## config.mk

```make
export PLATFORM = sky130hd
export DESIGN_NAME = ring_buffer_reservation_control_top
export DESIGN_NICKNAME = d
export VERILOG_FILES = /design/src/hdl/rbrc_pkg.sv /design/src/hdl/ring_buffer_reservation_control_top.sv
export SDC_FILE = /design/constraint.sdc
export NUM_CORES = 1
export LEC_CHECK = 0
export ABC_AREA = 0
export BUFFER_PORTS_ARGS = -buffer_cell sky130_fd_sc_hd__buf_2
export CAP_MARGIN = 20
export CORE_MARGIN = 2
export CORE_UTILIZATION = 45
export CTS_BUF_LIST = sky130_fd_sc_hd__clkbuf_2
export DETAILED_ROUTE_END_ITERATION = 16
export PLACE_DENSITY = 0.65
export RECOVER_POWER = 50
export SYNTH_ARGS = -nofsm -noshare
export SYNTH_HDL_FRONTEND = slang
export SYNTH_SLANG_ARGS = --single-unit
```

## constraint.sdc

```tcl
create_clock -name clk -period 17.8 [get_ports clk]
set_input_delay 0 -clock clk [delete_from_list [all_inputs] [get_ports clk]]
set_output_delay 0 -clock clk [all_outputs]
set_load 0.05 [all_outputs]
```

## src/hdl/rbrc_pkg.sv

```systemverilog
`default_nettype none

package rbrc_pkg;

    // Command codes.
    localparam logic [2:0] CMD_BEGIN_WRITE = 3'd0;
    localparam logic [2:0] CMD_END_WRITE   = 3'd1;
    localparam logic [2:0] CMD_BEGIN_READ  = 3'd2;
    localparam logic [2:0] CMD_END_READ    = 3'd3;
    localparam logic [2:0] CMD_CLEAR       = 3'd4;
    localparam logic [2:0] CMD_DISCARD     = 3'd5;
    localparam logic [2:0] CMD_SET_EOS     = 3'd6;

    // Status codes.
    localparam logic [2:0] ST_OK          = 3'd0;
    localparam logic [2:0] ST_SPACE_SHORT = 3'd1;
    localparam logic [2:0] ST_NO_DATA     = 3'd2;
    localparam logic [2:0] ST_EOS         = 3'd3;
    localparam logic [2:0] ST_SPILL_SMALL = 3'd4;
    localparam logic [2:0] ST_BUSY        = 3'd5;

    // Configuration register indexes.
    localparam logic CFG_RING_SIZE  = 1'b0;
    localparam logic CFG_SPILL_SIZE = 1'b1;

    localparam int CFG_WIDTH = 17;
    localparam int CNT_WIDTH = 17;

    typedef struct packed {
        logic [2:0]           command;
        logic [CNT_WIDTH-1:0] byte_count;
        logic                 eos_value;
    } cmd_t;

    typedef struct packed {
        logic [2:0]           status;
        logic [15:0]          start_index;
        logic [CNT_WIDTH-1:0] copy_length;
        logic [CNT_WIDTH-1:0] occupancy;
        logic [15:0]          head_index;
        logic [15:0]          tail_index;
        logic                 stream_ended;
    } rsp_t;

endpackage

`default_nettype wire

```

## src/hdl/ring_buffer_reservation_control_top.sv

```systemverilog
`default_nettype none

// Ring buffer reservation control.
// An accepted command is held in the input stage, and its response is registered once the response register is free.
// Throughput: one command per cycle while responses are taken, set by the single state-update stage.
// Reset (rst_n low, asynchronous): ring size min(65536, MAX_RING), no spill area,
// empty buffer, no open reservations, end of stream cleared, both stages empty.
module ring_buffer_reservation_control_top
    import rbrc_pkg::*;
#(
    parameter int MAX_RING = 65536
)
(
    input  wire logic                 clk,
    input  wire logic                 rst_n,
    input  wire logic                 cfg_we,
    input  wire logic                 cfg_index,
    input  wire logic [CFG_WIDTH-1:0] cfg_wdata,
    input  wire logic                 cmd_valid,
    output logic                      cmd_ready,
    input  wire cmd_t                 cmd_data,
    output logic                      rsp_valid,
    input  wire logic                 rsp_ready,
    output rsp_t                      rsp_data
);

    // The ring length register is at most 17 bits, so the ring can never
    // exceed 131071 bytes whatever MAX_RING is.
    localparam int RING_CAP = (MAX_RING < 131071) ? MAX_RING : 131071;
    localparam int PW       = (RING_CAP > 2) ? $clog2(RING_CAP) : 1;
    localparam int CW       = $clog2(RING_CAP + 1);
    // Working width for sums such as ring - tail + head and head + count.
    localparam int AW       = ((CW > CNT_WIDTH) ? CW : CNT_WIDTH) + 2;
    localparam int RING_RST = (RING_CAP < 65536) ? RING_CAP : 65536;

    // Configuration: the clamped ring length is stored, so no clamp sits in
    // the command path.
    logic [CW-1:0]        ring_reg;
    logic [CFG_WIDTH-1:0] spill_reg;

    // Pointer and occupancy state.
    logic [PW-1:0]        head_reg, head_next;
    logic [PW-1:0]        tail_reg, tail_next;
    logic [CW-1:0]        fill_reg, fill_next;
    logic [CNT_WIDTH-1:0] open_read_reg, open_read_next;
    logic [CNT_WIDTH-1:0] open_write_reg, open_write_next;
    logic                 eos_reg, eos_next;

    // Input stage and response stage.
    logic s1_valid_reg;
    cmd_t s1_cmd_reg;
    logic rsp_valid_reg;
    rsp_t rsp_data_reg, rsp_data_next;

    logic advance;

    // The response register is free when empty or being drained this cycle;
    // the input stage moves forward whenever the response register is free.
    assign advance   = !rsp_valid_reg || rsp_ready;
    assign cmd_ready = !s1_valid_reg || advance;
    assign rsp_valid = rsp_valid_reg;
    assign rsp_data  = rsp_data_reg;

    function automatic logic [AW-1:0] amin(input logic [AW-1:0] a, input logic [AW-1:0] b);
        amin = (a < b) ? a : b;
    endfunction

    // Clamp a written ring size: zero acts as one, anything above the cap as the cap.
    logic [AW-1:0] cfg_val_w;
    logic [AW-1:0] ring_cfg_w;
    assign cfg_val_w  = AW'(cfg_wdata);
    assign ring_cfg_w = (cfg_val_w == '0) ? AW'(1) :
                        (cfg_val_w > AW'(RING_CAP)) ? AW'(RING_CAP) : cfg_val_w;

    // Zero-extended operands.
    logic [AW-1:0] h, t, f, ow, orr, ring, spill, n, half;
    assign h     = AW'(head_reg);
    assign t     = AW'(tail_reg);
    assign f     = AW'(fill_reg);
    assign ow    = AW'(open_write_reg);
    assign orr   = AW'(open_read_reg);
    assign ring  = AW'(ring_reg);
    assign spill = AW'(spill_reg);
    assign n     = AW'(s1_cmd_reg.byte_count);
    assign half  = ring >> 1;

    logic [AW-1:0] avail, d, pos, copy, start, h_new, t_new, f_new;
    logic [2:0]    status;

    always_comb
    begin
        head_next       = head_reg;
        tail_next       = tail_reg;
        fill_next       = fill_reg;
        open_read_next  = open_read_reg;
        open_write_next = open_write_reg;
        eos_next        = eos_reg;
        status          = ST_OK;
        start           = '0;
        copy            = '0;
        avail           = '0;
        d               = '0;
        pos             = '0;
        h_new           = h;
        t_new           = t;
        f_new           = f;

        unique case (s1_cmd_reg.command)
            CMD_BEGIN_WRITE:
            begin
                if (t > h || (t == h && f == '0))
                    avail = ring - t + amin(h, spill);
                else if (t < h)
                    avail = h - t;
                else
                    avail = '0;
                if (ow != '0)
                    status = ST_BUSY;
                else if (n > avail)
                    status = ST_SPACE_SHORT;
                else
                begin
                    open_write_next = s1_cmd_reg.byte_count;
                    start           = t;
                end
            end
            CMD_END_WRITE:
            begin
                // The tail stays below the ring and d is at most the free
                // space, so one conditional subtract wraps the pointer.
                d     = amin(amin(n, ow), ring - f);
                pos   = t + d;
                copy  = (pos > ring) ? pos - ring : '0;
                t_new = (pos >= ring) ? pos - ring : pos;
                f_new = f + d;
                tail_next       = t_new[PW-1:0];
                fill_next       = f_new[CW-1:0];
                open_write_next = '0;
            end
            CMD_BEGIN_READ:
            begin
                if (h > t)
                    avail = (spill == '0) ? ring - h + t : ring - h + amin(t, spill);
                else if (h < t)
                    avail = t - h;
                else
                    avail = (f == '0) ? '0 : n;
                pos = h + n;
                if (orr != '0)
                    status = ST_BUSY;
                else if (n > f)
                    status = eos_reg ? ST_EOS : ST_NO_DATA;
                else if (n > avail)
                    status = ST_NO_DATA;
                else if (spill != '0 && pos > ring && pos - ring > spill)
                    status = ST_SPILL_SMALL;
                else
                begin
                    if (spill != '0 && pos > ring)
                        copy = pos - ring;
                    open_read_next = s1_cmd_reg.byte_count;
                    start          = h;
                end
            end
            CMD_END_READ:
            begin
                d     = amin(amin(n, orr), f);
                pos   = h + d;
                h_new = (pos >= ring) ? pos - ring : pos;
                f_new = f - d;
                head_next      = h_new[PW-1:0];
                fill_next      = f_new[CW-1:0];
                open_read_next = '0;
            end
            CMD_CLEAR:
            begin
                if (orr != '0 || ow != '0)
                    status = ST_BUSY;
                else
                begin
                    eos_next  = 1'b0;
                    head_next = '0;
                    tail_next = '0;
                    fill_next = '0;
                end
            end
            CMD_DISCARD:
            begin
                if (orr != '0 || ow != '0)
                    status = ST_BUSY;
                else if (f > half)
                begin
                    // Drop the oldest bytes until half the ring is left.
                    d     = f - half;
                    pos   = h + d;
                    h_new = (pos >= ring) ? pos - ring : pos;
                    head_next = h_new[PW-1:0];
                    fill_next = half[CW-1:0];
                end
            end
            CMD_SET_EOS:
            begin
                eos_next = s1_cmd_reg.eos_value;
            end
            default:
            begin
                // The unused command code leaves everything as it is.
            end
        endcase
    end

    // Response fields are read from the post-command state.
    logic [AW-1:0] head_out, tail_out, fill_out;
    assign head_out = AW'(head_next);
    assign tail_out = AW'(tail_next);
    assign fill_out = AW'(fill_next);

    always_comb
    begin
        rsp_data_next.status       = status;
        rsp_data_next.start_index  = start[15:0];
        rsp_data_next.copy_length  = copy[CNT_WIDTH-1:0];
        rsp_data_next.occupancy    = fill_out[CNT_WIDTH-1:0];
        rsp_data_next.head_index   = head_out[15:0];
        rsp_data_next.tail_index   = tail_out[15:0];
        rsp_data_next.stream_ended = eos_next;
    end

    // Control and state registers.
    always_ff @(posedge clk or negedge rst_n)
    begin
        if (!rst_n)
        begin
            ring_reg       <= CW'(RING_RST);
            spill_reg      <= '0;
            head_reg       <= '0;
            tail_reg       <= '0;
            fill_reg       <= '0;
            open_read_reg  <= '0;
            open_write_reg <= '0;
            eos_reg        <= 1'b0;
            s1_valid_reg   <= 1'b0;
            rsp_valid_reg  <= 1'b0;
        end
        else
        begin
            if (cmd_ready)
                s1_valid_reg <= cmd_valid;
            if (advance)
                rsp_valid_reg <= s1_valid_reg;

            if (cfg_we)
            begin
                // Any register write also empties the buffer.
                case (cfg_index)
                    CFG_RING_SIZE:  ring_reg  <= ring_cfg_w[CW-1:0];
                    CFG_SPILL_SIZE: spill_reg <= cfg_wdata;
                    default:        spill_reg <= spill_reg;
                endcase
                head_reg       <= '0;
                tail_reg       <= '0;
                fill_reg       <= '0;
                open_read_reg  <= '0;
                open_write_reg <= '0;
                eos_reg        <= 1'b0;
            end
            else if (advance && s1_valid_reg)
            begin
                head_reg       <= head_next;
                tail_reg       <= tail_next;
                fill_reg       <= fill_next;
                open_read_reg  <= open_read_next;
                open_write_reg <= open_write_next;
                eos_reg        <= eos_next;
            end
        end
    end

    // Payload registers.
    always_ff @(posedge clk)
    begin
        if (cmd_ready && cmd_valid)
            s1_cmd_reg <= cmd_data;
        if (advance && s1_valid_reg)
            rsp_data_reg <= rsp_data_next;
    end

endmodule

`default_nettype wire
```

==> results of run 1 <==
-- through the flow --
step           instance area, µm²  total power, W  hold WS, ps  instances  utilization, %
2_1_floorplan               29560        0.003394       -295.6       3563               -
3_3_place_gp                31470        0.004418        44.11       4510           48.64
3_5_place_dp                31470        0.004417        36.39       4510           48.64
4_1_cts                     33130        0.004907        10.14       4738           51.21
5_1_grt                     33020        0.005352        70.34       4745           51.04
6_report                    33040        0.005020        110.0       4751           51.06
-- power by group --
group	switching [W]	leakage (nW)	internal (W)
clock network	0.000287	0.493	0.000159
registers	0.0000833	2.65	0.000621
logic	0.00241	11.7	0.00146
-- cell usage after synthesis (8+ instances only) --
cell / count / area, µm²
sky130_fd_sc_hd__a211o_1: 17 / 148.9
sky130_fd_sc_hd__a211oi_1: 41 / 307.8
sky130_fd_sc_hd__a21boi_0: 18 / 135.1
sky130_fd_sc_hd__a21o_1: 109 / 818.3
sky130_fd_sc_hd__a21oi_1: 297 / 1486
sky130_fd_sc_hd__a221o_1: 10 / 100.1
sky130_fd_sc_hd__a221oi_1: 11 / 96.34
sky130_fd_sc_hd__a22o_1: 33 / 289.0
sky130_fd_sc_hd__a22oi_1: 21 / 157.7
sky130_fd_sc_hd__a2bb2oi_1: 10 / 87.58
sky130_fd_sc_hd__a31oi_1: 40 / 250.2
sky130_fd_sc_hd__and2_1: 23 / 143.9
sky130_fd_sc_hd__and3_1: 32 / 200.2
sky130_fd_sc_hd__and4_1: 8 / 70.07
sky130_fd_sc_hd__clkbuf_1: 103 / 386.6
sky130_fd_sc_hd__dfrtp_1: 119 / 2978
sky130_fd_sc_hd__edfxtp_1: 107 / 3213
sky130_fd_sc_hd__fa_1: 18 / 360.4
sky130_fd_sc_hd__ha_1: 458 / 5731
sky130_fd_sc_hd__inv_1: 247 / 927.1
sky130_fd_sc_hd__mux2_2: 56 / 630.6
sky130_fd_sc_hd__mux2i_1: 78 / 780.8
sky130_fd_sc_hd__nand2_1: 264 / 991.0
sky130_fd_sc_hd__nand2b_1: 44 / 275.3
sky130_fd_sc_hd__nand3_1: 85 / 425.4
sky130_fd_sc_hd__nand4_1: 43 / 269.0
sky130_fd_sc_hd__nor2_1: 271 / 1017
sky130_fd_sc_hd__nor2b_1: 55 / 344.1
sky130_fd_sc_hd__nor3_1: 58 / 290.3
sky130_fd_sc_hd__nor4_1: 28 / 175.2
sky130_fd_sc_hd__o211ai_1: 36 / 270.3
sky130_fd_sc_hd__o21a_1: 80 / 600.6
sky130_fd_sc_hd__o21ai_0: 203 / 1016
sky130_fd_sc_hd__o21ai_1: 13 / 65.06
sky130_fd_sc_hd__o21bai_1: 47 / 352.8
sky130_fd_sc_hd__o221ai_1: 8 / 70.07
sky130_fd_sc_hd__o31ai_1: 26 / 195.2
sky130_fd_sc_hd__o32ai_1: 16 / 140.1
sky130_fd_sc_hd__o41ai_1: 8 / 70.07
sky130_fd_sc_hd__or2_2: 16 / 100.1
sky130_fd_sc_hd__or3_1: 19 / 118.9
sky130_fd_sc_hd__xnor2_1: 159 / 1393
sky130_fd_sc_hd__xor2_1: 81 / 709.4
-- cell type report --
| type | count | share of cell area (%) |
|---|---|---|
| Antenna cell | 11 | 0.08332 |
| Clock buffer | 101 | 1.530 |
| Clock inverter | 27 | 0.4242 |
| Inverter | 248 | 2.822 |
| Multi-Input combinational cell | 2977 | 66.72 |
| Sequential cell | 227 | 18.82 |
| Tap cell | 855 | 3.238 |
| Timing Repair Buffer | 305 | 6.363 |
-- path summary, 6_finish.rpt --
path | start | to | slack (ps) | cells after the start
max | ring_reg[1]$_DFFE_PN0P_ | tail_reg[3]$_DFFE_PN0N_ | 6820 | 40
min | cmd_data[0] | s1_cmd_reg[0]$_DFFE_PP_ | 110 | 3
max reg2reg | ring_reg[1]$_DFFE_PN0P_ | tail_reg[3]$_DFFE_PN0N_ | 6820 | 40
min reg2reg | s1_valid_reg$_DFFE_PN0N_ | rsp_valid$_DFFE_PN0P_ | 480 | 1
max in group asynchronous | rst_n | open_read_reg[15]$_DFFE_PN0P_ | 13350 | 5
min in group asynchronous | rst_n | ring_reg[1]$_DFFE_PN0P_ | 1940 | 5
-- what timing repair did --
item	4_1_cts	5_1_grt
buffers inserted	0	0
hold buffers	100	0
endpoints found under the hold margin	275	0
-- layer usage --
metal / routed length, µm / part of all wire (%) / track usage, %
met5: 26 / 0.021 / 0
met4: 8449 / 6.7 / 20.92
met3: 14900 / 12 / 9.693
met2: 51600 / 41 / 53.04
met1: 51670 / 41 / 49.59
-- logic make-up after synthesis --
kind of cell | synth area share (%)
AO/OA/AOI/OAI | 25.61
XOR/XNOR | 7.222
adder cells (fa/ha/maj) | 20.64
buffers and inverters | 4.580
flip-flops | 21.03
multiplexers | 4.775
other | 0.01269
AND/OR/NAND/NOR | 16.12
-- worst max-delay path: cells and delay by family, from the launching register on --
family                   cells  cell delay, ps
AO/OA/AOI/OAI               19            5410
XOR/XNOR                     2             510
adder cells (fa/ha/maj)      4            1480
buffers and inverters        3            1030
flip-flops                   1             590
multiplexers                 1             360
AND/OR/NAND/NOR             11            1210
==> impl_summary.md, run 1 <==
Drt
The count of antenna-violating nets left after detailed routing is 0. The final route contains 30609 vias. The count of TritonRoute iterations in the first routing pass is 8.

The total wire length after detailed routing is 126600 µm. In the final routed layout, each cell accounts on average for 26.66 µm. For this run, design rule violations remaining after detail routing come to 0. The number of DRC markers in iteration 0 is 3833. The average via count per standard cell is 6.443.

Finish
After the last flow step, the layout net total stands at 4348. Registers take 6217 µm². Leaving out fill and tap cells, the most frequent cell in the layout is sky130_fd_sc_hd__ha_1. Counting the fill cells in the layout gives 6394. In the layout the commonest cells are sky130_fd_sc_hd__ha_1, sky130_fd_sc_hd__a21oi_1, sky130_fd_sc_hd__nor2_1. In the final layout, the multi-input gates occupy 22040 µm². Compared with the post-synthesis result, the final layout area differs by 11.77%. The share of cells above drive strength 1 is 8.932%. The flip-flop count of the largest register, all copies and words added is 86.

Synth
Counting flops and latches in the post-synthesis netlist gives 227. The average footprint of a synthesized cell is 8.298 µm². The number of flops mapped to enable cells by yosys is 107.

For this run, the leading register cell type out of synthesis is sky130_fd_sc_hd__dfrtp_1. After technology mapping, the gate count stands at 3562. The cell area that synthesis handed to floorplanning was 29560 µm². The number of distinct library cells after synthesis is 100. Summing the sequential cell areas from Yosys gives 21.03% of the chip area. The fraction of registers with async set or reset after synthesis is 52.86%.

The Yosys step of the flow raised 0 warnings.

Clock network
After clock tree synthesis, the repair step resized 0 gates. The clock tree root driver cell is sky130_fd_sc_hd__clkbuf_2. Counting the buffers created by CTS gives 69. The clock tree synthesis step divided the H-tree into 3 levels. Clock-pin slew was measured on the worst setup and hold paths at 120 ps.

The maximum buffer depth of the clock tree is 3. For the worst-skew pair, the clock arrives at the later sink with an insertion delay of 1240 ps. Clock tree synthesis found a total of 227 sinks.

The CTS tree is yes.

Power and ir drop
In this run the static leakage power is 14.86 nW. VDD sags by at most 175.9 µV. Dividing total power by cell area gives a power density of 152.0 nW/µm².

Global routing
The number of global-route vias before repair is 28305. The initial antenna violation count is 6. For this run, the total global-route usage over all layers was measured as 36.80%. The total overflow left after global routing is 0. The wire length of the first global-routing pass is 184500 µm. The largest net degree at the start of global routing is 62.

STA
Setup repair after global routing left no endpoint under its margin. The clock period minus worst slack is 10980 ps. The worst setup margin is 6817 ps. The number of pins exceeding their max-slew limit in the final report is 201. Setup violations remaining at the end of the flow were counted as 0. The number of hold-slack violations in the final timing report was 0.

In the finished design, the share of the clock period the worst path needs comes to 61.70%. After routing, the total negative slack on setup checks comes to 0 ps. The clock arrives with 182.7 ps of skew. Derived from the worst setup path, the maximum achievable clock frequency is 0.09105 GHz. At the pin with the least slew margin, the transition time is 3909 ps. Measured against its own limit, the worst slew margin works out to -160.6%.

Floorplan
The placement row count is 93. Pin placement for this block handled 132 I/O pins. From left edge to right edge, the die measures 260.3 µm. The overall die height is 260.3 µm. The starting density of the core is 45.69%. The area of the placeable core is 64700 µm². The floorplan step defined a die boundary enclosing 67750 µm².

Run status
The final reports fail on max-capacitance violations, max-slew violations. The flow ran to the end, but the final reports show violations.

Min path
The path class of the tightest hold or removal check is input port to flip-flop.

Placed design
Port buffering added 131 buffers. The half-perimeter wire length after detailed placement is 98640 µm. The placer's final routability congestion estimate is 1.044.

The worst slack at placement is 7205 ps.

Critical path
The largest fanout of any net on the critical path is 22. The cell type of the slowest stage on the worst timing path is sky130_fd_sc_hd__inv_1. The launching element type of the critical path is a flip-flop. By startpoint and endpoint, the worst setup path is classified as flip-flop to flip-flop. For the worst setup path, the data arrival time is 11850 ps. STA classifies the critical path endpoint as a flip-flop. On the worst path, the slowest cell contributes a delay of 660 ps. For the worst setup path, the data required time is 18660 ps.

Job
The tool flagged a number of max-cap violations equal to 4.
No activity file was read; power rests on OpenSTA's default activity.
==> inputs of run 2 (changes only) <==
--- a/config.mk
+++ b/config.mk
@@ -12,7 +12,7 @@
 export CORE_UTILIZATION = 45
 export CTS_BUF_LIST = sky130_fd_sc_hd__clkbuf_2
 export DETAILED_ROUTE_END_ITERATION = 16
-export PLACE_DENSITY = 0.65
+export PLACE_DENSITY = 0.68
 export RECOVER_POWER = 50
 export SYNTH_ARGS = -nofsm -noshare
 export SYNTH_HDL_FRONTEND = slang
==> constraint.sdc (replaced) <==
create_clock -name clk -period 9.2 [get_ports clk]
set_input_delay 0 -clock clk [delete_from_list [all_inputs] [get_ports clk]]
set_output_delay 0 -clock clk [all_outputs]
set_load 0.05 [all_outputs]
==> impl_summary.md, run 2 (synthesis results as in run 1) <==
Critical path
The launching element type of the critical path is a flip-flop. The required time of the worst setup path is 10070 ps (-8590 ps). The data arrival time of the worst path is 9740 ps (-2110 ps).

The largest fanout of any net on the critical path is 6 (-73%). The cell type of the slowest stage on the worst timing path is sky130_fd_sc_hd__o41ai_1. STA classifies the critical path endpoint as a flip-flop.

The stage delay of the slowest cell on the critical path is 410 ps (-250 ps). The type of the worst setup path is flip-flop to flip-flop.

Drt
The count of TritonRoute iterations in the first routing pass came to 8 (unchanged). The routed length per instance is 26.45 µm (-0.76%). The average via count per standard cell is 6.342 (-1.6%). The count of antenna-violating nets left after detailed routing is 0 (unchanged).

The detailed-route DRC error count was 0 (unchanged). The total wire length after detailed routing is 129700 µm (+2.4%). The detailed-route via count is 31093 (+1.6%). The number of DRC markers in iteration 0 is 3968 (+3.5%).

Finish
The most common cell after layout, fill and taps aside is sky130_fd_sc_hd__ha_1. The fill cell instance count of the final layout is 6183 (-3.3%). The flip-flop count of the largest register, all copies and words added is 86 (unchanged). The post-layout net count is 4510 (+3.7%).

The post-synthesis to final-layout area growth is 16.76%. The share of cells above drive strength 1 came to 13.82% (+4.9 points). The top cell types in the final layout, fill and taps aside, are sky130_fd_sc_hd__ha_1, sky130_fd_sc_hd__a21oi_1, sky130_fd_sc_hd__nor2_1. The final design utilization is 53.34% (+2.3 points).

Power and ir drop
The total power of the final layout is 0.01006 W (+100%). The maximum resistive drop on vdd came to 319.6 µV (+82%). The cell area power density is 291.5 nW/µm² (+92%). The leakage power summed over all cells was 15.77 nW (+6.1%).

Clock network
The root buffer cell chosen for the clock tree is sky130_fd_sc_hd__clkbuf_2. The clock edge transition at the registers on the reported setup and hold paths was 110 ps (about the same). TritonCTS built the clock tree.

The clock latency at the later pin of the worst-skew pair is 1190 ps (-50 ps). The number of buffers added by the clock tree synthesis step is 68 (-1.4%). The CTS H-tree depth is 3 (unchanged). The clock sink count is 227 (unchanged). The maximum buffer depth of the clock tree came to 3 (unchanged).

Job
The number of max-cap violations was 4 (unchanged).

Floorplan
The floorplan die area was 67750 µm² (unchanged). The horizontal extent of the die is 260.3 µm (unchanged). The number of placed I/O pins is 132 (unchanged). The starting density of the core is 45.69% (unchanged).

The placement row count is 93 (unchanged). The overall die height is 260.3 µm (unchanged). The area of the placeable core is 64700 µm² (unchanged).

Min path
The class of the tightest hold or removal check is input port to flip-flop.

Placed design
The placer's final routability congestion estimate is 1.085 (+4.0%). The half-perimeter wire length after detailed placement is 101800 µm (+3.2%). The number of buffer cells added on primary ports is 131 (unchanged). The worst slack at placement is 24.09 ps (-7181 ps).

STA
The number of hold-slack violations in the final timing report is 0 (unchanged). The sum of negative setup slack is 0 ps (unchanged). The clock skew after layout came to 189.3 ps (+6.588 ps). The headroom to the max-slew limit is -193.2% (-33 points).

The clock period minus worst slack is 8871 ps (-2111 ps). The final cycle utilization of the critical path came to 96.43% (+35 points). The number of pins exceeding their max-slew limit in the final report came to 198 (-1.5%). The actual transition at the worst max-transition pin is 4398 ps (+489.2 ps).

The setup violation total in the final timing report is 0 (unchanged). The worst setup margin is 328.9 ps (-6489 ps). The tightest hold margin was 124.1 ps (+14.10 ps). The highest clock rate is 0.1127 GHz (+24%).

Global routing
The number of global-route vias before repair is 28837 (+1.9%). The global router's overall resource usage is 37.21% (+0.41 points). The global-route met2 utilization is 53.77% (+0.73 points). The aggregate global routing overflow is 0 (unchanged). The fraction of met3 tracks used by global routing is 9.324% (-0.37 points).

The largest net degree at the start of global routing was 70 (+13%). After global routing, the most crowded layer is met2. The met1 track demand over resource is 50.27% (+0.68 points).

The wire length of the first global-routing pass was 186000 µm (+0.80%). The initial antenna violation count came to 5 (-1).

Run status
The checks that failed: max-capacitance violations, max-slew violations. The flow ran to the end, but the final reports show violations.
==> run 2: changes by cell type in the layout (fill, tap and decap cells not counted), sizes merged <==
cell | before | now
bufinv | 0 | 1
clkinvlp | 2 | 3
clkinv | 22 | 16
buf | 121 | 301
diode | 11 | 9
inv | 251 | 249
dlygate4sd3 | 99 | 106
clkbuf | 186 | 159
==> run 2: cell type report <==
cell class | count | area [µm²] | share of cell area [%]
Multi-Input combinational cell | 2977 | 22240 | 64.45
Sequential cell | 227 | 6217 | 18.02
Timing Repair Buffer | 468 | 3412 | 9.887
Tap cell | 855 | 1070 | 3.100
Inverter | 248 | 932.1 | 2.701
Clock buffer | 98 | 490.5 | 1.421
Clock inverter | 21 | 122.6 | 0.3553
Antenna cell | 9 | 22.52 | 0.06526
==> run 2: final timing paths <==
kind,slack (ps),cells after the start,endpoint,startpoint
min reg2reg,500,1,rsp_valid$_DFFE_PN0P_,s1_valid_reg$_DFFE_PN0N_
max reg2reg,330,38,rsp_data[49]$_DFFE_PP_,ring_reg[0]$_DFFE_PN0P_
max in group asynchronous,4250,5,head_reg[7]$_DFFE_PN0N_,rst_n
max,330,38,rsp_data[49]$_DFFE_PP_,ring_reg[0]$_DFFE_PN0P_
min,120,3,s1_cmd_reg[0]$_DFFE_PP_,cmd_data[0]
min in group asynchronous,2020,5,fill_reg[3]$_DFFE_PN0N_,rst_n
==> run 2: where the power goes <==
group	switching [W]	internal (W)
combinational	0.00479	0.00311
sequential	0.000118	0.00120
clock	0.000525	0.000316
==> run 2: critical path: cells and delay by family (launching register included) <==
family	cells	cell delay, ps
AO/OA/AOI/OAI	17	4390
adder cells (fa/ha/maj)	5	1300
AND/OR/NAND/NOR	9	1270
XOR/XNOR	2	570
buffers and inverters	4	550
flip-flops	1	390
multiplexers	1	90
==> run 2: repair_timing <==
action / in CTS / in global routing
hold buffers: 107 / 0
setup buffers: 0 / 13
endpoints found under the setup margin: 10 / 84
gates resized for setup: 1 / 62
pin swaps: 0 / 27
endpoints found under the hold margin: 297 / 0
==> run 2: per-stage QoR <==
step	cell area [µm²]	cells
2_1_floorplan	29570	3563
3_3_place_gp	32560	4654
3_5_place_dp	32570	4655
4_1_cts	34270	4881
5_1_grt	34500	4897
6_report	34510	4903
==> run 2: routing by layer <==
layer	wire [µm]	vias to the layer above	share of wire (%)
met5	0	-	0
met1	52330	14666	40
met2	52800	1912	41
met4	8440	0	6.5
met3	16130	432	12
li1	-	14083	-
